===== src/rtl/pcm_adaptor_line_encoder_top_assert.svh =====
// ----------------------------------------------------------------------------
// pcm adaptor line encoder assertion macros
// concurrent assertion wrappers, empty when synthesized
// ----------------------------------------------------------------------------
`ifndef PCM_ADAPTOR_LINE_ENCODER_TOP_ASSERT_SVH
`define PCM_ADAPTOR_LINE_ENCODER_TOP_ASSERT_SVH
`ifndef SYNTHESIS
// property must hold at every clock edge out of reset
`define PCMLE_ASSERT(lbl, clk, rst_n, prop, msg) \
  lbl: assert property (@(posedge clk) disable iff (!rst_n) (prop)) else $error(msg);
// condition must never be seen out of reset
`define PCMLE_ASSERT_NEVER(lbl, clk, rst_n, cond, msg) \
  lbl: assert property (@(posedge clk) disable iff (!rst_n) !(cond)) else $error(msg);
`else
`define PCMLE_ASSERT(lbl, clk, rst_n, prop, msg)
`define PCMLE_ASSERT_NEVER(lbl, clk, rst_n, cond, msg)
`endif
`endif


===== src/rtl/pcmle_pkg.sv =====
// ----------------------------------------------------------------------------
// pcmle_pkg
// shared types and constants of the pcm adaptor line encoder
// ----------------------------------------------------------------------------
package pcmle_pkg;

  // default geometry of the interleave store
  localparam int unsigned DEF_INTERLEAVE_SPACING = 16;
  localparam int unsigned DEF_STORE_DEPTH        = 128;

  // field widths
  localparam int unsigned SAMPLE_W   = 16;
  localparam int unsigned WORD_W     = 14;
  localparam int unsigned CRC_W      = 16;
  localparam int unsigned LANES      = 6;
  localparam int unsigned LINE_WORDS = 8;
  localparam int unsigned GROUP_W    = SAMPLE_W * LANES;
  localparam int unsigned APB_ADDR_W = 3;
  localparam int unsigned APB_DATA_W = 32;

  // arithmetic constants
  localparam logic [WORD_W-1:0] GF_POLY     = 14'h0101;
  localparam logic [CRC_W-1:0]  CRC_POLY    = 16'h1021;
  localparam logic [CRC_W-1:0]  CRC_INIT    = 16'hFFFF;
  localparam logic [WORD_W-1:0] CTRL_WORD_A = 14'h3333;
  localparam logic [WORD_W-1:0] CTRL_WORD_B = 14'h0CCC;

  // sequencer positions
  localparam logic [2:0] TAP_PARITY = 3'd6;
  localparam logic [2:0] TAP_QWORD  = 3'd7;
  localparam logic [2:0] LAST_LANE  = 3'd5;
  localparam logic [2:0] LAST_WORD  = 3'd7;
  localparam logic [3:0] BIT_TOP    = 4'd13;

  // register indexes (address bit 2)
  localparam logic REG_MODE = 1'b0;
  localparam logic REG_EMPH = 1'b1;

  typedef logic [LANES-1:0][SAMPLE_W-1:0]    group_t;
  typedef logic [LINE_WORDS-1:0][WORD_W-1:0] line_t;

  typedef struct packed {
    logic sixteen_bit_mode;
    logic emphasis_on;
  } cfg_t;

  typedef enum logic [2:0] {
    ALU_XOR = 3'b001,
    ALU_GF  = 3'b010,
    ALU_CRC = 3'b100
  } alu_op_e;

  typedef struct packed {
    alu_op_e              op;
    logic [CRC_W-1:0]     acc;
    logic [SAMPLE_W-1:0]  opnd;
    logic                 din;
  } alu_req_t;

endpackage


===== src/rtl/pcmle_alu.sv =====
// ----------------------------------------------------------------------------
// pcmle_alu
// shared step unit: parity xor, gf(2^14) horner step, crc bit step
// ----------------------------------------------------------------------------
module pcmle_alu (
  input  pcmle_pkg::alu_req_t        req_i,
  output logic [pcmle_pkg::CRC_W-1:0] res_o
);
  import pcmle_pkg::*;

  logic [WORD_W-1:0] gf_in;
  logic [WORD_W-1:0] gf_shl;
  logic              crc_fb;

  // gf step: multiply (acc ^ word) by t modulo x^14+x^8+1
  assign gf_in  = req_i.acc[WORD_W-1:0] ^ req_i.opnd[SAMPLE_W-1:2];
  assign gf_shl = {gf_in[WORD_W-2:0], 1'b0} ^ (gf_in[WORD_W-1] ? GF_POLY : '0);

  // crc step: one message bit, msb first
  assign crc_fb = req_i.acc[CRC_W-1] ^ req_i.din;

  always_comb begin
    case (req_i.op)
      ALU_XOR: res_o = req_i.acc ^ req_i.opnd;
      ALU_GF:  res_o = {2'b00, gf_shl};
      ALU_CRC: res_o = {req_i.acc[CRC_W-2:0], 1'b0} ^ (crc_fb ? CRC_POLY : '0);
      default: res_o = req_i.acc;
    endcase
  end

endmodule


===== config.mk =====
export PLATFORM = sky130hd
export DESIGN_NAME = pcmle_alu
export DESIGN_NICKNAME = d
export VERILOG_FILES = /design/src/rtl/pcm_adaptor_line_encoder_top_assert.svh /design/src/rtl/pcmle_pkg.sv /design/src/rtl/pcmle_alu.sv
export SDC_FILE = /design/constraint.sdc
export NUM_CORES = 1
export LEC_CHECK = 0
export ABC_AREA = 1
export BUFFER_PORTS_ARGS = -buffer_cell sky130_fd_sc_hd__buf_2
export CAP_MARGIN = 10
export CELL_PAD_IN_SITES_DETAIL_PLACEMENT = 1
export CELL_PAD_IN_SITES_GLOBAL_PLACEMENT = 2
export CORE_AREA = 2 2 67 69
export DETAILED_ROUTE_END_ITERATION = 6
export DIE_AREA = 0 0 69 71
export PLACE_DENSITY = 0.92
export SLEW_MARGIN = 30
export SYNTH_ARGS = -nofsm -noshare
export SYNTH_HDL_FRONTEND = slang
export SYNTH_SLANG_ARGS = --single-unit

===== constraint.sdc =====
create_clock -name vclk -period 0.8
set_input_delay 0.04 -clock vclk [all_inputs]
set_output_delay 0.04 -clock vclk [all_outputs]
set_load 0.03 [all_outputs]

==> flow_summary.yaml, run 1 <==
setup_path:
  cp.required_ns: 0.76
  cp.arrival_ns: 0.92
  startpoint_type: "input pin"
  crit_fanout: 8
  critPathKind: "in2out"
  crit_path_end_kind: "primary output"
pwr:
  irDropWorstVdd_uv: 347
  clkPwrFrac_pct: 0
  switching_share_pct: 54.5
  finalPower_w: 0.00113
  powerDensity_mw_per_mm2: 738
  power.leakage_nw: 0.704
  internal_power_w: 0.000516
  comb_power_share_pct: 100.0
  p_sw_w: 0.000618
  p_seq_share_pct: 0
synthesis:
  synth_top_area_share_pct: 22.5
  syn_inst: 152
  synthTopCellsByCount: "nand2_1 (36), xnor2_1 (22), nor2_1 (21)"
  syn-num-nets: 188
  syn-mean-instance-area_um2: 5.63
  synth-seq-area-share_pct: 0
  yosysTopAreaCell: "xnor2_1"
  synth_most_common_cell: "nand2_1"
  yosys_warnings: 0
  synth.distinct_cells: 19
  syn-cell-area_um2: 856
  ys_top_cells_by_area: "xnor2_1 (23%), nand2_1 (16%), nand4_1 (14%), nor2_1 (9.2%), xor2_1 (8.2%)"
place:
  port_buffers: 52
  dpl.hpwl_mm: 2.65
  place_congestion: 0.794
  dpl.cell_count: 260
  dpl_cell_area_mm2: 0.00128
timing:
  max_slew_margin_pct: 87.5
  final-hold-violation-count: 0
  period_needed_ns: 0.958
  worst_slack_ns: -0.158
  timing.fmax_mhz: 1040
  setup_viol: 16
  rsz0062_at_grt: "yes"
  worstMarginPinSlew_ns: 0.186
  drv_slew: 0
  fin_crit_sh_pct: 120
  finalSetupTns_ns: -1.92
min_path:
  hold_path_depth: 4
  hold_class: "in2out"
  worstHoldStart: "req_i[18]"
  hold_path_end: "res_o[1]"
floorplan:
  die_area_mm2: 0.00490
  die_width_um: 69
  fp.coreArea_mm2: 0.00420
  num_rows: 24
  start_util_pct: 20.4
  fp.dieH_um: 71
  num_io_pins: 52
finish:
  area_growth_pct: 79.5
  layout-drive-gt1-share_pct: 46.7
  stdcell_count: 264
  stdcell_area_mm2: 0.00154
  seq_area_um2: 0
  diodes: 0
  nClkBuffers: 0
  seq_cell_count: 0
  layout.nets: 250
routing:
  vias_per_cell: 4.68
  num_vias: 1235
  post_drt_wl_per_cell_um: 12.7
  drcViolationCount: 0
  routed_wl_mm: 3.36
  postRouteAntennaNets: 0
  first_pass_iters: 4
  drtIter0Drc: 21
status:
  violations: "setup timing"
  status: "complete, but fails checks"
global_route:
  grt_pass1_wl_mm: 5.69
  grt_overflow: 0
  grt_util_all_layers_pct: 13.4
  grt_max_degree: 16
  antenna_found_initial: 0
  grt_pass1_vias: 1217
flow_run:
  maxCapViolCount: 0
==> worst max-delay path, stage by stage <==
cell	delay, ns
buf_8	0.11
inv_8	0.05
nand3_4	0.16
buf_6	0.19
nand4_1	0.07
nand4_1	0.12
buf_6	0.17
==> per-stage QoR <==
| step | setup slack, ns | utilization [%] | hold slack (ns) |
|---|---|---|---|
| floorplan | 0.00630 | - | 0.282 |
| global placement | -0.250 | 30.4 | 0.522 |
| detailed placement | -0.269 | 30.4 | 0.522 |
| CTS | -0.170 | 34.7 | 0.497 |
| global route | -0.231 | 36.5 | 0.533 |
| finish | -0.158 | 36.5 | 0.500 |
==> worst max path at each step <==
stage                   start         to  depth (start not counted)
floorplan           req_i[34]  res_o[12]                          6
global placement    req_i[35]   res_o[6]                          9
detailed placement  req_i[35]  res_o[13]                          9
CTS                 req_i[34]  res_o[12]                          7
global route        req_i[35]   res_o[6]                          9
finish              req_i[33]  res_o[12]                          7
==> metal layers <==
metal | part of all wire [%] | global-route usage, % | vias to the layer above
met2 | 52 | 24.8 | 29
li1 | - | - | 633
met3 | 3.1 | 0.570 | 0
met1 | 45 | 18.4 | 573
met4 | 0 | 0 | 0
met5 | 0 | 0 | -
==> what timing repair did <==
item                       CTS  global route
gates resized for setup     61            19
setup buffers                0             1
gates cloned                 2             1
pin swaps                   14             5
hold buffers                 0             0
setup endpoints to repair   16            16
==> power by group through the flow <==
stage	clock (W)	combinational, W	sequential (W)
final	0	0.00113	0
after global routing	0	0.00123	0
after CTS	0	0.00110	0
after detailed placement	0	0.000927	0
after global placement	0	0.000916	0
after floorplan	0	0.000586	0
==> cell usage in the layout, fill, tap and decap left out, drive strengths merged <==
cell type,synthesis,routed
nand3,14,14
clkinv,0,1
buf,6,67
nand3b,2,2
xor2,8,8
a21oi,1,1
o21ai,10,10
inv,9,9
nand2,36,36
nor2,21,21
nand4,19,19
xnor2,22,22
or2,2,2
==> kinds of logic after synthesis <==
| group | synth area share (%) |
|---|---|
| buffers and inverters | 9.94 |
| and+or+nand+nor | 52.9 |
| AOI/OAI and AO/OA | 6.43 |
| xor gates and xnor gates | 30.7 |
==> layout make-up <==
type,count,area (um2)
fillers,567,2670
inverters,9,63.8
repair inverters,1,8.76
repair buffers,67,552
multi-input cells,135,847
well taps,52,65.1
(Power assumes the default switching activity.)
==> inputs of run 2 (changes only) <==
--- a/config.mk
+++ b/config.mk
@@ -5,15 +5,13 @@
 export SDC_FILE = /design/constraint.sdc
 export NUM_CORES = 1
 export LEC_CHECK = 0
-export ABC_AREA = 1
 export BUFFER_PORTS_ARGS = -buffer_cell sky130_fd_sc_hd__buf_2
-export CAP_MARGIN = 10
 export CELL_PAD_IN_SITES_DETAIL_PLACEMENT = 1
 export CELL_PAD_IN_SITES_GLOBAL_PLACEMENT = 2
-export CORE_AREA = 2 2 67 69
+export CORE_AREA = 2 2 69 71
 export DETAILED_ROUTE_END_ITERATION = 6
-export DIE_AREA = 0 0 69 71
-export PLACE_DENSITY = 0.92
+export DIE_AREA = 0 0 71 73
+export PLACE_DENSITY = 0.9
 export SLEW_MARGIN = 30
 export SYNTH_ARGS = -nofsm -noshare
 export SYNTH_HDL_FRONTEND = slang
==> run 2 against run 1 <==
The flow still finishes with violations (setup timing). Largest cell class unchanged. Synthesized area is 19% higher. Final area is 43% higher. Sequential share of layout area stayed put. First-iteration DRC count is 9.5% lower. Die area is 5.8% higher. Utilization is 12 points higher. Count of clock-buffer cells in the layout stayed put. Highest routed layer is now met4.
==> flow_summary.yaml, run 2 <==
routing:
  postRouteAntennaNets: 0
  drtIter0Drc: 19
  first_pass_iters: 4
  vias_per_cell: 5.36
  post_drt_wl_per_cell_um: 17.3
  routed_wl_mm: 5.08
  drcViolationCount: 0
  num_vias: 1575
synthesis:
  yosysTopAreaCell: "xor2_1"
  syn-cell-area_mm2: 0.00101
  yosys_warnings: 0
  synth_most_common_cell: "nand2_1"
  synth_top_area_share_pct: 11.2
  syn-num-nets: 190
  synth-seq-area-share_pct: 0
  syn-mean-instance-area_um2: 6.59
  syn_inst: 154
  synthTopCellsByCount: "nand2_1 (25), a21oi_1 (14), nand3b_1 (14)"
  synth.distinct_cells: 27
  ys_top_cells_by_area: "xor2_1 (11%), nand3b_1 (10%), a32oi_1 (10%), nand2_1 (9.2%), o221ai_1 (8.6%)"
global_route:
  grt_util_all_layers_pct: 18.4
  antenna_found_initial: 0
  grt_max_degree: 15
  grt_pass1_wl_mm: 7.89
  grt_overflow: 0
  grt_pass1_vias: 1669
setup_path:
  path_cells: "buf_8 > or3b_4 > buf_6 > or2_0 > o211ai_1 > buf_4"
  cp.arrival_ns: 1.17
  cp_num_buf_inv: 3
  crit_fanout: 8
  critPathKind: "in2out"
  crit_path_end_kind: "primary output"
  max_stage_delay_ns: 0.41
  critPathSlowestCell: "or3b_4"
  startpoint_type: "input pin"
  crit_family: "simple AND/OR/NAND/NOR gates"
  cp.required_ns: 0.76
pwr:
  powerDensity_mw_per_mm2: 687
  power.leakage_nw: 0.942
  irDropWorstVdd_uv: 250
  finalPower_w: 0.00150
finish:
  area_growth_pct: 116
  seq_area_um2: 0
  layout.nets: 278
  multiInputGateArea_mm2: 0.00128
  layout_common_cells: "buf_4 (41), buf_2 (32), buf_6 (25)"
  seq_cell_count: 0
  diodes: 0
  fillCellCount: 536
  final_common_cell: "buf_4"
  layout-drive-gt1-share_pct: 61.7
  nClkBuffers: 0
  final_util_pct: 48.3
floorplan:
  num_io_pins: 52
  die_area_mm2: 0.00518
  fp.dieH_um: 73
  fp.coreArea_mm2: 0.00454
  start_util_pct: 22.4
  die_width_um: 71
  num_rows: 25
place:
  place_congestion: 0.761
  dpl.hpwl_mm: 3.63
  port_buffers: 52
  dp_slack_ns: -0.503
timing:
  max_slew_margin_pct: 82.6
  whs_ns: 0.523
  rsz0062_at_grt: "yes"
  final-hold-violation-count: 0
  drv_slew: 0
  setup_viol: 16
  timing.fmax_mhz: 824
  period_needed_ns: 1.21
  fin_crit_sh_pct: 152
  worstMarginPinSlew_ns: 0.260
  worst_slack_ns: -0.414
status:
  violations: "setup timing"
  status: "complete, but fails checks"
flow_run:
  maxCapViolCount: 0
min_path:
  hold_class: "in2out"
[run 2: tightest hold or removal path, cell delays in order]
cell and delay (ns):
buf_2 0.13, nand2_1 0.06, o211ai_1 0.09, buf_4 0.17
[run 2: metrics by stage]
stage | setup TNS (ns) | instance area (um2) | std cells
floorplan | -2.35 | 1280 | 154
global placement | -6.65 | 1820 | 289
detailed placement | -7.02 | 1820 | 289
CTS | -5.42 | 2060 | 292
global route | -5.97 | 2190 | 294
finish | -5.40 | 2190 | 294
[run 2: path summary, 6_finish.rpt]
| path | depth (start not counted) | slack [ns] | to | startpoint |
|---|---|---|---|---|
| max | 6 | -0.41 | res_o[5] | req_i[34] |
| min | 4 | 0.52 | res_o[12] | req_i[29] |
[run 2: kinds of logic (layout without fill, tap and decap cells)]
group,count (synthesis),count (layout),synth area share (%)
XOR/XNOR,18,18,18.2
AND/OR/NAND/NOR,60,60,32.9
buffers and inverters,28,114,12.1
AO/OA/AOI/OAI,48,48,36.7
[run 2: what timing repair did]
| action | in CTS | in global routing |
|---|---|---|
| gates resized for setup | 63 | 23 |
| endpoints found under the setup margin | 16 | 16 |
| hold endpoints to repair | 0 | 0 |
| cloned | 2 | 0 |
| pin swaps | 9 | 8 |
| hold buffers | 0 | 0 |
| buffers inserted | 1 | 2 |
[run 2: layout make-up]
| type | count | area share, % |
|---|---|---|
| multi-input combinational | 126 | 58.4 |
| timing repair buffer | 101 | 36.3 |
| tap | 54 | 3.09 |
| inverter | 13 | 2.23 |
[run 2: power by group]
group          internal [W]  switching, W
Sequential                0             0
Clock                     0             0
Combinational      0.000730      0.000774
Total              0.000730      0.000774
[run 2: metal layers]
layer  wire, um  global-route usage [%]  vias up
met3        158                   0.691        6
met2       2840                    38.3       37
met5          0                       0        -
li1           -                       -      750
met1       2030                    21.1      782
met4         53                    1.68        0
==> inputs of run 3 (changes only) <==
==> constraint.sdc (replaced) <==
create_clock -name vclk -period 0.8
set_input_delay 0.12 -clock vclk [all_inputs]
set_output_delay 0.12 -clock vclk [all_outputs]
set_load 0.03 [all_outputs]
==> run 3 against run 2 <==
Sequential share of layout area unchanged. Global-route usage up 3.5 points. Final area up 3.1%. Largest cell class unchanged. Maximum frequency down 10%. The run still ends with setup timing left. Count of clock-buffer cells in the layout unchanged. Die area unchanged. Wire length up 9.8%. First-iteration DRC count rose to 3.2 times the previous value. Worst hold slack better by 0.16 ns.
==> flow_summary.yaml, run 3 (synthesis gave the netlist of run 2 again) <==
status:
  status: "complete, but fails checks"
  violations: "setup timing"
routing:
  vias_per_cell: 5.44
  routed_wl_mm: 5.58
  postRouteAntennaNets: 0
  drcViolationCount: 0
  first_pass_iters: 4
  post_drt_wl_per_cell_um: 19.6
  drtIter0Drc: 61
  num_vias: 1550
finish:
  nClkBuffers: 0
  layout_common_cells: "buf_2 (32), buf_4 (27), buf_6 (26)"
  area_growth_pct: 122
  final_common_cell: "buf_2"
  fillCellCount: 527
  layout-drive-gt1-share_pct: 62.3
  layout.nets: 269
  final_util_pct: 49.8
  seq_area_um2: 0
  seq_cell_count: 0
  diodes: 0
floorplan:
  fp.dieH_um: 73
  die_area_mm2: 0.00518
  die_width_um: 71
  num_rows: 25
  start_util_pct: 22.4
  fp.coreArea_mm2: 0.00454
  num_io_pins: 52
place:
  port_buffers: 52
  dpl.hpwl_mm: 3.63
  place_congestion: 0.818
setup_path:
  cp.arrival_ns: 1.23
  critPathKind: "in2out"
  crit_path_end_kind: "primary output"
  cp.required_ns: 0.68
  startpoint_type: "input pin"
  crit_fanout: 7
global_route:
  grt_util_all_layers_pct: 21.8
  grt_overflow: 0
  antenna_found_initial: 0
  grt_pass1_wl_mm: 9.08
  grt_max_degree: 19
  grt_pass1_vias: 1786
timing:
  setup_viol: 16
  max_slew_margin_pct: 79.6
  finalSetupTns_ns: -7.82
  drv_slew: 0
  rsz0062_at_grt: "yes"
  timing.fmax_mhz: 739
  period_needed_ns: 1.35
  fin_crit_sh_pct: 169
  final-hold-violation-count: 0
  worstMarginPinSlew_ns: 0.305
  worst_slack_ns: -0.553
flow_run:
  maxCapViolCount: 0
pwr:
  irDropWorstVdd_uv: 267
  comb_power_share_pct: 100.0
  power.leakage_nw: 0.941
  p_seq_share_pct: 0
  powerDensity_mw_per_mm2: 699
  switching_share_pct: 51.9
  p_sw_w: 0.000819
  clkPwrFrac_pct: 0
  internal_power_w: 0.000758
  finalPower_w: 0.00158
clock_network:
  cts_hold_buf: 0
min_path:
  hold_class: "in2out"
## run 3: timing repair
item | in CTS | in global routing
resized for setup | 99 | 3
pin swaps | 14 | 2
endpoints found under the hold margin | 0 | 0
buffers inserted | 4 | 0
endpoints found under the setup margin | 16 | 16
gates cloned | 2 | 0
## run 3: cell type report
type / instances / area, um2 / share of cell area, %
Multi-Input combinational cell: 126 / 1350 / 59.7
Timing Repair Buffer: 92 / 793 / 35.1
Tap cell: 54 / 67.6 / 2.99
Inverter: 13 / 48.8 / 2.16
## run 3: final timing paths
check,startpoint,to,slack (ns),cells after the start
max,req_i[33],res_o[12],-0.55,5
min,req_i[27],res_o[10],0.69,4
## run 3: power by group through the flow
stage / registers [W] / logic, W / clock network (W)
6_report: 0 / 0.00158 / 0
3_5_place_dp: 0 / 0.00120 / 0
5_1_grt: 0 / 0.00167 / 0
4_1_cts: 0 / 0.00154 / 0
3_3_place_gp: 0 / 0.00118 / 0
2_1_floorplan: 0 / 0.000782 / 0
## run 3: critical path, cell delays in order
cell and delay [ns]:
buf_8 0.10, or3b_4 0.45, or2_0 0.23, o211ai_1 0.13, buf_4 0.20
## run 3: through the flow
| stage | area [um2] | std cells | setup WS, ns | hold WS, ns |
|---|---|---|---|---|
| after floorplan | 1300 | 154 | -0.436 | 0.432 |
| after global placement | 1750 | 279 | -0.655 | 0.713 |
| after detailed placement | 1750 | 279 | -0.717 | 0.710 |
| after CTS | 2240 | 285 | -0.553 | 0.676 |
| after global routing | 2260 | 285 | -0.592 | 0.712 |
| final | 2260 | 285 | -0.553 | 0.686 |
## run 3: per-layer routing
metal  vias to the layer above  GRT usage [%]  part of all wire (%)
met3                         4           1.93                   2.7
met2                        36           42.0                    55
li1                        726              -                     -
met1                       784           27.1                    41
met5                         -              0                     0
met4                         0           2.73                  0.54
