**src/rtl/pcm_adaptor_line_encoder_top_assert.svh**
```systemverilog
// ----------------------------------------------------------------------------
// pcm adaptor line encoder assertion macros
// concurrent assertion wrappers, empty when synthesized
// ----------------------------------------------------------------------------
`ifndef PCM_ADAPTOR_LINE_ENCODER_TOP_ASSERT_SVH
`define PCM_ADAPTOR_LINE_ENCODER_TOP_ASSERT_SVH
`ifndef SYNTHESIS
// property must hold at every clock edge out of reset
`define PCMLE_ASSERT(lbl, clk, rst_n, prop, msg) \
  lbl: assert property (@(posedge clk) disable iff (!rst_n) (prop)) else $error(msg);
// condition must never be seen out of reset
`define PCMLE_ASSERT_NEVER(lbl, clk, rst_n, cond, msg) \
  lbl: assert property (@(posedge clk) disable iff (!rst_n) !(cond)) else $error(msg);
`else
`define PCMLE_ASSERT(lbl, clk, rst_n, prop, msg)
`define PCMLE_ASSERT_NEVER(lbl, clk, rst_n, cond, msg)
`endif
`endif

```
**src/rtl/pcmle_ram.sv**
```systemverilog
// ----------------------------------------------------------------------------
// pcmle_ram
// generic single write port ram with registered read
// ----------------------------------------------------------------------------
module pcmle_ram #(
  parameter int unsigned WIDTH = 8,
  parameter int unsigned DEPTH = 16
) (
  input  logic                     clk_i,
  input  logic                     we_i,
  input  logic [$clog2(DEPTH)-1:0] waddr_i,
  input  logic [WIDTH-1:0]         wdata_i,
  input  logic [$clog2(DEPTH)-1:0] raddr_i,
  output logic [WIDTH-1:0]         rdata_o
);

  logic [WIDTH-1:0] mem [DEPTH];

  // write port and registered read port
  always_ff @(posedge clk_i) begin
    if (we_i) begin
      mem[waddr_i] <= wdata_i;
    end
    rdata_o <= mem[raddr_i];
  end

endmodule

```
**config.mk**
```make
export PLATFORM = sky130hd
export DESIGN_NAME = pcmle_ram
export DESIGN_NICKNAME = d
export VERILOG_FILES = /design/src/rtl/pcm_adaptor_line_encoder_top_assert.svh /design/src/rtl/pcmle_ram.sv
export SDC_FILE = /design/constraint.sdc
export NUM_CORES = 1
export LEC_CHECK = 0
export ABC_AREA = 1
export BUFFER_PORTS_ARGS = -buffer_cell sky130_fd_sc_hd__buf_2
export CORE_UTILIZATION = 55
export DETAILED_ROUTE_END_ITERATION = 6
export GPL_TIMING_DRIVEN = 0
export PLACE_DENSITY = 0.69
export SYNTH_ARGS = -nofsm -noshare
export SYNTH_HDL_FRONTEND = slang
export SYNTH_SLANG_ARGS = --single-unit
```
**constraint.sdc**
```tcl
create_clock -name clk_i -period 2.6 [get_ports clk_i]
set_input_delay 0.39 -clock clk_i [delete_from_list [all_inputs] [get_ports clk_i]]
set_output_delay 0.39 -clock clk_i [all_outputs]
set_load 0.1 [all_outputs]
```
==> results of run 1 <==
[state kept, by name (all words and copies together), names as in the netlist]
register,cells
rdata_o,8
mem,128
[through the flow]
| stage | instance area (um^2) | power [uW] | instances | setup WS (ps) |
|---|---|---|---|---|
| 3_3_place_gp | 6047 | 2914 | 709 | 780.2 |
| 2_1_floorplan | 5767 | 2785 | 551 | 1259 |
| 4_1_cts | 6618 | 5175 | 741 | 919.4 |
| 5_1_grt | 6618 | 5293 | 741 | 910.6 |
| 3_5_place_dp | 6047 | 2923 | 709 | 772.8 |
| 6_report | 6618 | 5158 | 741 | 936.4 |
[path summary, 6_finish.rpt]
kind / end / slack, ps
hold / removal: rdata_o[0] / 280
setup reg to reg: rdata_o[1] / 1550
setup / recovery: rdata_o[7] / 940
hold reg to reg: rdata_o[6] / 700
[kinds of logic (layout without fill, tap and decap cells)]
family | count (synthesis) | in the layout | share of synthesized area
AND/OR/NAND/NOR | 289 | 289 | 0.2105
flip-flops | 136 | 136 | 0.6943
buffers and inverters | 126 | 180 | 0.09525
[Yosys cell counts]
cell                       number  area share
sky130_fd_sc_hd__nand2_1      173        0.11
sky130_fd_sc_hd__edfxtp_1     128        0.67
sky130_fd_sc_hd__inv_1        100       0.065
sky130_fd_sc_hd__nand3_1       97       0.084
sky130_fd_sc_hd__nor2_1        17       0.011
sky130_fd_sc_hd__buf_2         13       0.011
sky130_fd_sc_hd__dfxtp_1        8       0.028
sky130_fd_sc_hd__buf_6          6       0.012
sky130_fd_sc_hd__buf_4          4      0.0052
sky130_fd_sc_hd__inv_2          2      0.0013
sky130_fd_sc_hd__nand3b_1       2      0.0026
sky130_fd_sc_hd__buf_1          1     0.00065
[layer usage]
metal,up-vias,track usage,part of all wire
li1,1856,-,-
met1,1840,0.3896,0.44
met2,215,0.3794,0.44
met3,30,0.06579,0.086
met4,0,0.1265,0.034
met5,-,0,0
[where the power goes]
part / internal [uW] / total [uW] / switching, uW
combinational: 94.1 / 423 / 329
sequential: 2450 / 2460 / 12.1
clock: 1370 / 2270 / 906
[final cells by class]
cell class	instances	share of cell area
sequential	136	0.6050
buffer	24	0.02515
multi-input combinational	289	0.1834
clock inverter	14	0.02307
timing repair buffer	22	0.01664
clock buffer	18	0.06315
tap	136	0.02571
inverter	102	0.05786
==> insert_results.sql, run 1 <==
INSERT INTO impl_metrics (metric_group, metric, value, unit) VALUES
('clocking', 'cts.hold.buffers_added', '0', ''),
('sta', 'max-slew-margin-rel', '0.3764', ''),
('sta', 'final-setup-viol-count', '0', ''),
('global_route', 'grt_pass1_wl', '20640', 'um'),
('critical_path', 'regToRegStartpoint', 'mem[8][1]', ''),
('sta', 'unrepaired_setup_endpoints_after_global_routing', 'false', ''),
('critical_path', 'critical-path-max-stage-delay', '420', 'ps'),
('critical_path', 'critPathTopFamily', 'buffers and inverters', ''),
('critical_path', 'cp_slowest_cell', 'sky130_fd_sc_hd__buf_2', ''),
('pwr', 'power.ir.vdd_worst', '0.4392', 'mV'),
('detailed_routing', 'drt_wl_total', '13620', 'um'),
('yosys', 'ys_warn_count', '0', ''),
('critical_path', 'crit_start', 'rdata_o[7]', ''),
('sta', 'timing.fmax', '601.1', 'MHz'),
('floorplan', 'starting_utilization_of_the_core_area', '0.5637', ''),
('clocking', 'clock_latency', '530', 'ps'),
('yosys', 'ys_ff_latch', '136', ''),
('floorplan', 'coreArea', '10230', 'um^2'),
('hold_path', 'min_path_cells', '4', ''),
('final_layout', 'num-fill-cells', '771', ''),
('detailed_routing', 'route.detailed.wl_per_inst', '18.38', 'um'),
('clocking', 'clk_pin_slew_worst_paths', '60', 'ps'),
('detailed_routing', 'detailroute.via_count', '3941', ''),
('final_layout', 'area_occupied_by_registers', '4004', 'um^2'),
('sta', 'timing.final.crit_share', '0.6398', ''),
('hold_path', 'hold_class', 'input pin to flip-flop', ''),
('floorplan', 'pin_count', '26', ''),
('detailed_routing', 'starting_drc_count_in_detailed_routing', '382', ''),
('yosys', 'synthDistinctLibCells', '12', ''),
('pwr', 'leakage', '0.002866', 'uW'),
('global_route', 'gr-usage-all-layers', '0.2678', ''),
('sta', 'max_slew.worst_pin.slew', '931.9', 'ps'),
('final_layout', 'multi_input_area', '1214', 'um^2'),
('sta', 'finalHoldWorstSlack', '276.7', 'ps'),
('status', 'status', 'finished clean', ''),
('floorplan', 'die_area', '10900', 'um^2'),
('placed_design', 'place.port_buffers', '22', ''),
('job', 'max_cap_violations', '0', ''),
('detailed_routing', 'antenna_left', '0', ''),
('critical_path', 'worstPathMaxFanout', '1', ''),
('sta', 'timing.final.hold_violations', '0', ''),
('critical_path', 'crit_path_start_kind', 'flip-flop', ''),
('detailed_routing', 'drt_drc_violations_left', '0', ''),
('floorplan', 'dieWidth', '104.4', 'um'),
('yosys', 'mappedNetlistNets', '569', ''),
('clocking', 'tritoncts', 'done', ''),
('clocking', 'cts_resized', '0', ''),
('final_layout', 'mostFrequentLayoutCells', 'sky130_fd_sc_hd__nand2_1, sky130_fd_sc_hd__edfxtp_1, sky130_fd_sc_hd__inv_1', ''),
('final_layout', 'area_grow_syn2layout', '14.75', '%'),
('critical_path', 'bufs_and_invs_on_worst_path', '1', ''),
('global_route', 'number_of_antenna_violations_at_the_first_check_in_global_routing', '0', ''),
('final_layout', 'antenna_diode_count', '0', ''),
('sta', 'timing.final.crit_period', '1664', 'ps'),
('critical_path', 'cp_cell_sequence', 'buf_2', ''),
('critical_path', 'cp.depth', '1', ''),
('critical_path', 'r2r_cells', '6', ''),
('clocking', 'root_buffer', 'sky130_fd_sc_hd__clkbuf_8', ''),
('critical_path', 'end_kind', 'primary output', ''),
('detailed_routing', 'drt_first_pass_iters', '7', ''),
('final_layout', 'layout_commonest_cell', 'sky130_fd_sc_hd__nand2_1', ''),
('clocking', 'tritoncts_num_sinks', '136', ''),
('hold_path', 'holdCritStartpoint', 'raddr_i[2]', ''),
('critical_path', 'critical_path_class', 'flip-flop to primary output', ''),
('sta', 'final_tns_setup', '0', 'ps'),
('final_layout', 'nNetsFinal', '610', ''),
('detailed_routing', 'route.detailed.vias_per_inst', '5.318', ''),
('final_layout', 'finalCoreUtilization', '0.6468', ''),
('final_layout', 'final_layout_size_suffix_gt1_frac', '0.1289', ''),
('sta', 'report.final.slew_viol_count', '0', ''),
('critical_path', 'critical_path_required', '2210', 'ps'),
('clocking', 'cts_buffer_depth', '2', '');
No activity file was read; power rests on OpenSTA's default activity.
==> run 2, diff against run 1 <==
--- a/config.mk
+++ b/config.mk
@@ -10,7 +10,7 @@
 export CORE_UTILIZATION = 55
 export DETAILED_ROUTE_END_ITERATION = 6
 export GPL_TIMING_DRIVEN = 0
-export PLACE_DENSITY = 0.69
+export PLACE_DENSITY = 0.72
 export SYNTH_ARGS = -nofsm -noshare
 export SYNTH_HDL_FRONTEND = slang
 export SYNTH_SLANG_ARGS = --single-unit
==> constraint.sdc (replaced) <==
create_clock -name clk_i -period 1.5 [get_ports clk_i]
set_input_delay 0.225 -clock clk_i [delete_from_list [all_inputs] [get_ports clk_i]]
set_output_delay 0.225 -clock clk_i [all_outputs]
set_load 0.1 [all_outputs]
==> run 2 against run 1 <==
Total power up 79%. First-iteration DRC count up 22%. Clock-buffer cell count unchanged. Clock skew up 2.7 ps. Cell count unchanged. Critical endpoint is now rdata_o[0]. Routed wire length down 1.0%. Sequential share of layout area down 0.42 points. Critical path type unchanged. Highest routed layer unchanged. Global-route usage down 0.20 points. Sequential power up 74%.
==> insert_results.sql, run 2 (synthesis gave the netlist of run 1 again) <==
INSERT INTO impl_metrics (metric_group, metric, value, unit) VALUES
('critical_path', 'worstPathMaxFanout', '1', ''),
('sta', 'max-slew-margin-rel', '0.2883', ''),
('status', 'status', 'finished clean', ''),
('placed_design', 'place.port_buffers', '22', ''),
('critical_path', 'worstReg2RegEnd', 'rdata_o[4]', ''),
('critical_path', 'arrival', '1240', 'ps'),
('critical_path', 'critPathTopFamily', 'buffers and inverters', ''),
('placed_design', 'placement.cell_area', '6047', 'um^2'),
('sta', 'report.final.slew_viol_count', '0', ''),
('global_route', 'globalRouteMet3Util', '0.07018', ''),
('final_layout', 'mostFrequentLayoutCells', 'sky130_fd_sc_hd__nand2_1, sky130_fd_sc_hd__edfxtp_1, sky130_fd_sc_hd__inv_1', ''),
('hold_path', 'hold_class', 'input pin to flip-flop', ''),
('detailed_routing', 'drt_drc_violations_left', '0', ''),
('final_layout', 'area_grow_syn2layout', '15.56', '%'),
('detailed_routing', 'starting_drc_count_in_detailed_routing', '467', ''),
('global_route', 'gr-usage-all-layers', '0.2658', ''),
('clocking', 'tritoncts_num_sinks', '136', ''),
('clocking', 'clk_pin_slew_worst_paths', '60', 'ps'),
('final_layout', 'registers_with_the_most_flip_flops', 'mem x128, rdata_o x8', ''),
('sta', 'unrepaired_setup_endpoints_after_global_routing', 'false', ''),
('detailed_routing', 'antenna_left', '0', ''),
('floorplan', 'die_area', '10900', 'um^2'),
('final_layout', 'antenna_diode_count', '0', ''),
('sta', 'final-setup-viol-count', '0', ''),
('hold_path', 'timing.hold.worst_endpoint', 'mem[8][2]', ''),
('sta', 'max_slew.worst_pin.slew', '1064', 'ps'),
('pwr', 'leakage', '0.002897', 'uW'),
('global_route', 'global_route.peak_usage_layer', 'met2', ''),
('global_route', 'gr-usage-met1', '0.3612', ''),
('critical_path', 'critical_path_required', '1270', 'ps'),
('clocking', 'cts_h_tree_lvls', '4', ''),
('critical_path', 'r2r_cells', '6', ''),
('critical_path', 'cp_slowest_cell', 'sky130_fd_sc_hd__buf_2', ''),
('hold_path', 'holdCritStartpoint', 'wdata_i[2]', ''),
('final_layout', 'num-fill-cells', '775', ''),
('detailed_routing', 'route.detailed.vias_per_inst', '5.302', ''),
('placed_design', 'finalWeightedCongestion', '0.8486', ''),
('critical_path', 'end_kind', 'primary output', ''),
('clocking', 'post-cts-setup-buffer-count', '0', ''),
('global_route', 'grt_start_max_net_pins', '17', ''),
('final_layout', 'area_occupied_by_registers', '4004', 'um^2'),
('detailed_routing', 'drt_first_pass_iters', '5', ''),
('floorplan', 'dieWidth', '104.4', 'um'),
('final_layout', 'layout_commonest_cell', 'sky130_fd_sc_hd__nand2_1', ''),
('job', 'max_cap_violations', '0', ''),
('global_route', 'globalRoute.totalOverflow', '0', ''),
('clocking', 'clock_latency', '540', 'ps'),
('detailed_routing', 'detailroute.via_count', '3929', ''),
('final_layout', 'largest_register', 'mem', ''),
('hold_path', 'min_path_cells', '1', ''),
('placed_design', 'post-dp-hpwl', '8451', 'um'),
('sta', 'timing.final.crit_period', '1467', 'ps'),
('sta', 'final.setup_skew', '6.871', 'ps'),
('floorplan', 'coreArea', '10230', 'um^2'),
('final_layout', 'nNetsFinal', '610', ''),
('critical_path', 'regToRegStartpoint', 'mem[10][4]', ''),
('critical_path', 'r2r_setup_slack', '460', 'ps'),
('floorplan', 'die_h', '104.4', 'um'),
('critical_path', 'critical-path-max-stage-delay', '410', 'ps'),
('global_route', 'grt_pass1_wl', '20590', 'um'),
('final_layout', 'final_layout_size_suffix_gt1_frac', '0.1256', ''),
('pwr', 'power.ir.vdd_worst', '1.084', 'mV'),
('final_layout', 'number_of_flip_flops_under_the_largest_register_name', '128', ''),
('detailed_routing', 'drt_wl_total', '13480', 'um'),
('critical_path', 'cp_cell_sequence', 'buf_2', ''),
('pwr', 'power_density', '1382', 'nW/um^2'),
('global_route', 'number_of_antenna_violations_at_the_first_check_in_global_routing', '0', ''),
('clocking', 'root_buffer', 'sky130_fd_sc_hd__clkbuf_8', ''),
('final_layout', 'multi_input_area', '1214', 'um^2'),
('final_layout', 'final_area', '6664', 'um^2'),
('clocking', 'tritoncts.num_buffers', '17', ''),
('sta', 'timing.fmax', '681.6', 'MHz'),
('floorplan', 'starting_utilization_of_the_core_area', '0.5637', ''),
('clocking', 'tritoncts', 'done', ''),
('global_route', 'via_count_of_the_first_global_routing_pass', '3744', ''),
('global_route', 'global_route.usage.met2', '0.4030', ''),
('critical_path', 'critical_path_class', 'flip-flop to primary output', ''),
('sta', 'timing.final.hold_violations', '0', ''),
('final_layout', 'finalCoreUtilization', '0.6513', ''),
('critical_path', 'crit_path_start_kind', 'flip-flop', ''),
('critical_path', 'bufs_and_invs_on_worst_path', '1', ''),
('clocking', 'cts_buffer_depth', '2', ''),
('floorplan', 'pin_count', '26', ''),
('floorplan', 'floorplan.rows', '37', ''),
('sta', 'timing.final.crit_share', '0.9781', ''),
('sta', 'final_tns_setup', '0', 'ps'),
('detailed_routing', 'route.detailed.wl_per_inst', '18.19', 'um'),
('critical_path', 'crit_start', 'rdata_o[0]', '');
-- run 2: cell types whose count changed in the layout (fill, tap and decap cells not counted), moves of 3 or more --
cell                         before  now
sky130_fd_sc_hd__buf_2           35   28
sky130_fd_sc_hd__clkbuf_4         0    4
sky130_fd_sc_hd__buf_4            4    7
sky130_fd_sc_hd__clkinvlp_4       7    4
-- run 2: cell type report --
type	count	share of cell area
Clock inverter	14	0.02722
Multi-Input combinational cell	289	0.1821
Clock buffer	18	0.06271
Buffer	24	0.02497
Tap cell	136	0.02554
Inverter	102	0.05745
Sequential cell	136	0.6008
Timing Repair Buffer	22	0.01915
-- run 2: layer usage --
metal  vias to the layer above  wire length, um
met5                         -                0
met4                         0              369
met3                        33             1233
met2                       223             6237
met1                      1816             5641
li1                       1857                -
-- run 2: metrics by stage --
stage	hold slack (ps)	total power (uW)	setup slack, ps	instances
finish	90.01	9213	32.87	741
detailed placement	643.0	5061	-247.0	709
global placement	642.8	5048	-206.5	709
floorplan	323.9	4828	324.2	551
CTS	89.11	9190	5.904	741
global route	95.88	9399	3.439	741
-- run 2: worst max-delay path by stage --
stage,to,slack [ps],cells past startpoint
floorplan,mem[10][0],320,2
global placement,mem[4][1],-210,3
detailed placement,mem[4][1],-250,3
CTS,rdata_o[1],6,1
global route,rdata_o[0],3,1
finish,rdata_o[0],30,1
-- run 2: what timing repair did --
item	in CTS	in global routing
resized for setup	3	4
cloned	0	0
endpoints found under the setup margin	3	4
hold buffers	0	0
-- run 2: power breakdown --
| part | total (uW) | switching, uW | internal, uW |
|---|---|---|---|
| logic | 737 | 562 | 174 |
| registers | 4270 | 22.4 | 4250 |
| clock network | 4200 | 1530 | 2680 |
==> run 3, diff against run 2 <==
--- a/config.mk
+++ b/config.mk
@@ -10,7 +10,7 @@
 export CORE_UTILIZATION = 55
 export DETAILED_ROUTE_END_ITERATION = 6
 export GPL_TIMING_DRIVEN = 0
-export PLACE_DENSITY = 0.72
+export PLACE_DENSITY = 0.75
 export SYNTH_ARGS = -nofsm -noshare
 export SYNTH_HDL_FRONTEND = slang
 export SYNTH_SLANG_ARGS = --single-unit
==> run 3 against run 2 <==
Die area unchanged. Clock skew down 0.50 ps. Clock-buffer cell count is 4 higher. Fmax is 0.25% lower. Largest power group is now the clock network.
==> insert_results.sql, run 3 (synthesis gave the netlist of run 1 again) <==
INSERT INTO impl_metrics (metric_group, metric, value, unit) VALUES
('sta', 'final-setup-viol-count', '0', ''),
('global_route', 'globalRoute.totalOverflow', '0', ''),
('clocking', 'tritoncts.num_buffers', '17', ''),
('hold_path', 'hold_class', 'input pin to flip-flop', ''),
('detailed_routing', 'starting_drc_count_in_detailed_routing', '396', ''),
('critical_path', 'end_kind', 'primary output', ''),
('floorplan', 'coreArea', '10230', 'um^2'),
('floorplan', 'dieWidth', '104.4', 'um'),
('sta', 'timing.final.hold_violations', '0', ''),
('final_layout', 'mostFrequentLayoutCells', 'sky130_fd_sc_hd__nand2_1, sky130_fd_sc_hd__edfxtp_1, sky130_fd_sc_hd__inv_1', ''),
('sta', 'timing.final.crit_period', '1471', 'ps'),
('job', 'max_cap_violations', '0', ''),
('detailed_routing', 'detailroute.via_count', '3931', ''),
('critical_path', 'r2r_cells', '6', ''),
('pwr', 'leakage', '0.002910', 'uW'),
('critical_path', 'crit_path_start_kind', 'flip-flop', ''),
('floorplan', 'starting_utilization_of_the_core_area', '0.5637', ''),
('clocking', 'tritoncts', 'done', ''),
('floorplan', 'die_h', '104.4', 'um'),
('placed_design', 'placement.setup.worst_slack', '-210.1', 'ps'),
('sta', 'timing.final.crit_share', '0.9805', ''),
('pwr', 'p_switching', '2055', 'uW'),
('clocking', 'post-cts-setup-buffer-count', '0', ''),
('clocking', 'cts_h_tree_lvls', '4', ''),
('critical_path', 'cp_cell_sequence', 'buf_2', ''),
('sta', 'final.setup_skew', '6.368', 'ps'),
('pwr', 'power.ir.vdd_worst', '0.8503', 'mV'),
('floorplan', 'floorplan.rows', '37', ''),
('pwr', 'power.share.combinational', '0.079', ''),
('clocking', 'root_buffer', 'sky130_fd_sc_hd__clkbuf_8', ''),
('pwr', 'swShare', '0.2203', ''),
('clocking', 'cts_buffer_depth', '2', ''),
('placed_design', 'post-dp-hpwl', '8820', 'um'),
('sta', 'unrepaired_setup_endpoints_after_global_routing', 'false', ''),
('final_layout', 'nNetsFinal', '610', ''),
('pwr', 'cellInternalPower', '7274', 'uW'),
('detailed_routing', 'drt_first_pass_iters', '6', ''),
('clocking', 'clock_latency', '520', 'ps'),
('sta', 'timing.final.ws_setup', '29.19', 'ps'),
('critical_path', 'bufs_and_invs_on_worst_path', '1', ''),
('sta', 'max-slew-margin-rel', '0.3423', ''),
('global_route', 'gr-usage-all-layers', '0.2707', ''),
('detailed_routing', 'route.detailed.wl_per_inst', '18.25', 'um'),
('sta', 'report.final.slew_viol_count', '0', ''),
('status', 'status', 'finished clean', ''),
('critical_path', 'r2r_setup_slack', '450', 'ps'),
('hold_path', 'holdCritStartpoint', 'wdata_i[2]', ''),
('global_route', 'grt_start_max_net_pins', '17', ''),
('critical_path', 'cp_slowest_cell', 'sky130_fd_sc_hd__buf_2', ''),
('hold_path', 'min_path_cells', '1', ''),
('detailed_routing', 'antenna_left', '0', ''),
('pwr', 'pwr-share-seq', '0.458', ''),
('final_layout', 'final_layout_size_suffix_gt1_frac', '0.1223', ''),
('critical_path', 'critPathTopFamily', 'buffers and inverters', ''),
('clocking', 'cts.hold.buffers_added', '0', ''),
('placed_design', 'place.port_buffers', '22', ''),
('floorplan', 'pin_count', '26', ''),
('detailed_routing', 'route.detailed.vias_per_inst', '5.305', ''),
('final_layout', 'number_of_flip_flops_under_the_largest_register_name', '128', ''),
('placed_design', 'finalWeightedCongestion', '0.8992', ''),
('critical_path', 'regToRegStartpoint', 'mem[10][2]', ''),
('critical_path', 'arrival', '1250', 'ps'),
('sta', 'timing.fmax', '679.9', 'MHz'),
('pwr', 'pwr-share-clk', '0.463', ''),
('sta', 'max_slew.worst_pin.slew', '982.9', 'ps'),
('final_layout', 'largest_register', 'mem', ''),
('hold_path', 'timing.hold.worst_endpoint', 'mem[13][2]', ''),
('sta', 'final_tns_setup', '0', 'ps'),
('critical_path', 'worstReg2RegEnd', 'rdata_o[2]', ''),
('detailed_routing', 'drt_drc_violations_left', '0', ''),
('global_route', 'number_of_antenna_violations_at_the_first_check_in_global_routing', '0', ''),
('critical_path', 'critical-path-max-stage-delay', '420', 'ps'),
('final_layout', 'area_grow_syn2layout', '15.62', '%'),
('critical_path', 'critical_path_required', '1270', 'ps'),
('clocking', 'clk_pin_slew_worst_paths', '60', 'ps'),
('pwr', 'power_density', '1399', 'nW/um^2'),
('final_layout', 'antenna_diode_count', '0', ''),
('floorplan', 'die_area', '10900', 'um^2'),
('global_route', 'via_count_of_the_first_global_routing_pass', '3788', ''),
('global_route', 'grt_pass1_wl', '21020', 'um'),
('clocking', 'tritoncts_num_sinks', '136', ''),
('critical_path', 'worstPathMaxFanout', '1', ''),
('detailed_routing', 'drt_wl_total', '13530', 'um'),
('final_layout', 'layout_commonest_cell', 'sky130_fd_sc_hd__nand2_1', ''),
('critical_path', 'critical_path_class', 'flip-flop to primary output', ''),
('final_layout', 'registers_with_the_most_flip_flops', 'mem x128, rdata_o x8', '');
-- run 3: worst max path at each step --
stage,start,endpoint,slack (ps),depth (start not counted)
final,rdata_o[1],rdata_o[1],30,1
after CTS,rdata_o[0],rdata_o[0],3,1
after global placement,waddr_i[3],mem[6][0],-200,3
after floorplan,waddr_i[2],mem[10][0],320,2
after global routing,rdata_o[1],rdata_o[1],9,1
after detailed placement,waddr_i[3],mem[7][1],-210,3
-- run 3: power by group through the flow --
stage / clock network [uW] / registers, uW / logic, uW
CTS: 4340 / 4270 / 724
finish: 4320 / 4270 / 734
global route: 4500 / 4280 / 785
floorplan: 0 / 4530 / 300
detailed placement: 0 / 4350 / 714
global placement: 0 / 4350 / 699
-- run 3: cell type report --
class                   instances  area, um^2
flip-flops and latches        136        4004
fillers                       763        3563
multi-input cells             289        1214
clock buffers                  22       432.9
inverters                     102       382.9
clock inverters                10       177.7
well taps                     136       170.2
plain buffers                  24       166.4
repair buffers                 22       120.1
-- run 3: timing repair --
| action | CTS | global route |
|---|---|---|
| setup endpoints to repair | 1 | 3 |
| pin swaps | 0 | 0 |
| resized for setup | 1 | 3 |
-- run 3: per-stage QoR --
| step | cells | hold slack (ps) | cell area [um^2] | power, uW | util |
|---|---|---|---|---|---|
| floorplan | 551 | 323.9 | 5767 | 4828 | - |
| global placement | 709 | 640.2 | 6047 | 5044 | 0.5910 |
| detailed placement | 709 | 648.8 | 6047 | 5065 | 0.5910 |
| CTS | 741 | 98.83 | 6660 | 9337 | 0.6510 |
| global route | 741 | 112.4 | 6668 | 9564 | 0.6517 |
| finish | 741 | 112.8 | 6668 | 9329 | 0.6517 |
-- run 3: routing by layer --
metal	global-route usage	vias up	share of wire
met5	0	-	0
met4	0.1163	0	0.026
met3	0.06516	31	0.096
met2	0.4262	212	0.48
met1	0.3604	1831	0.40
li1	-	1857	-
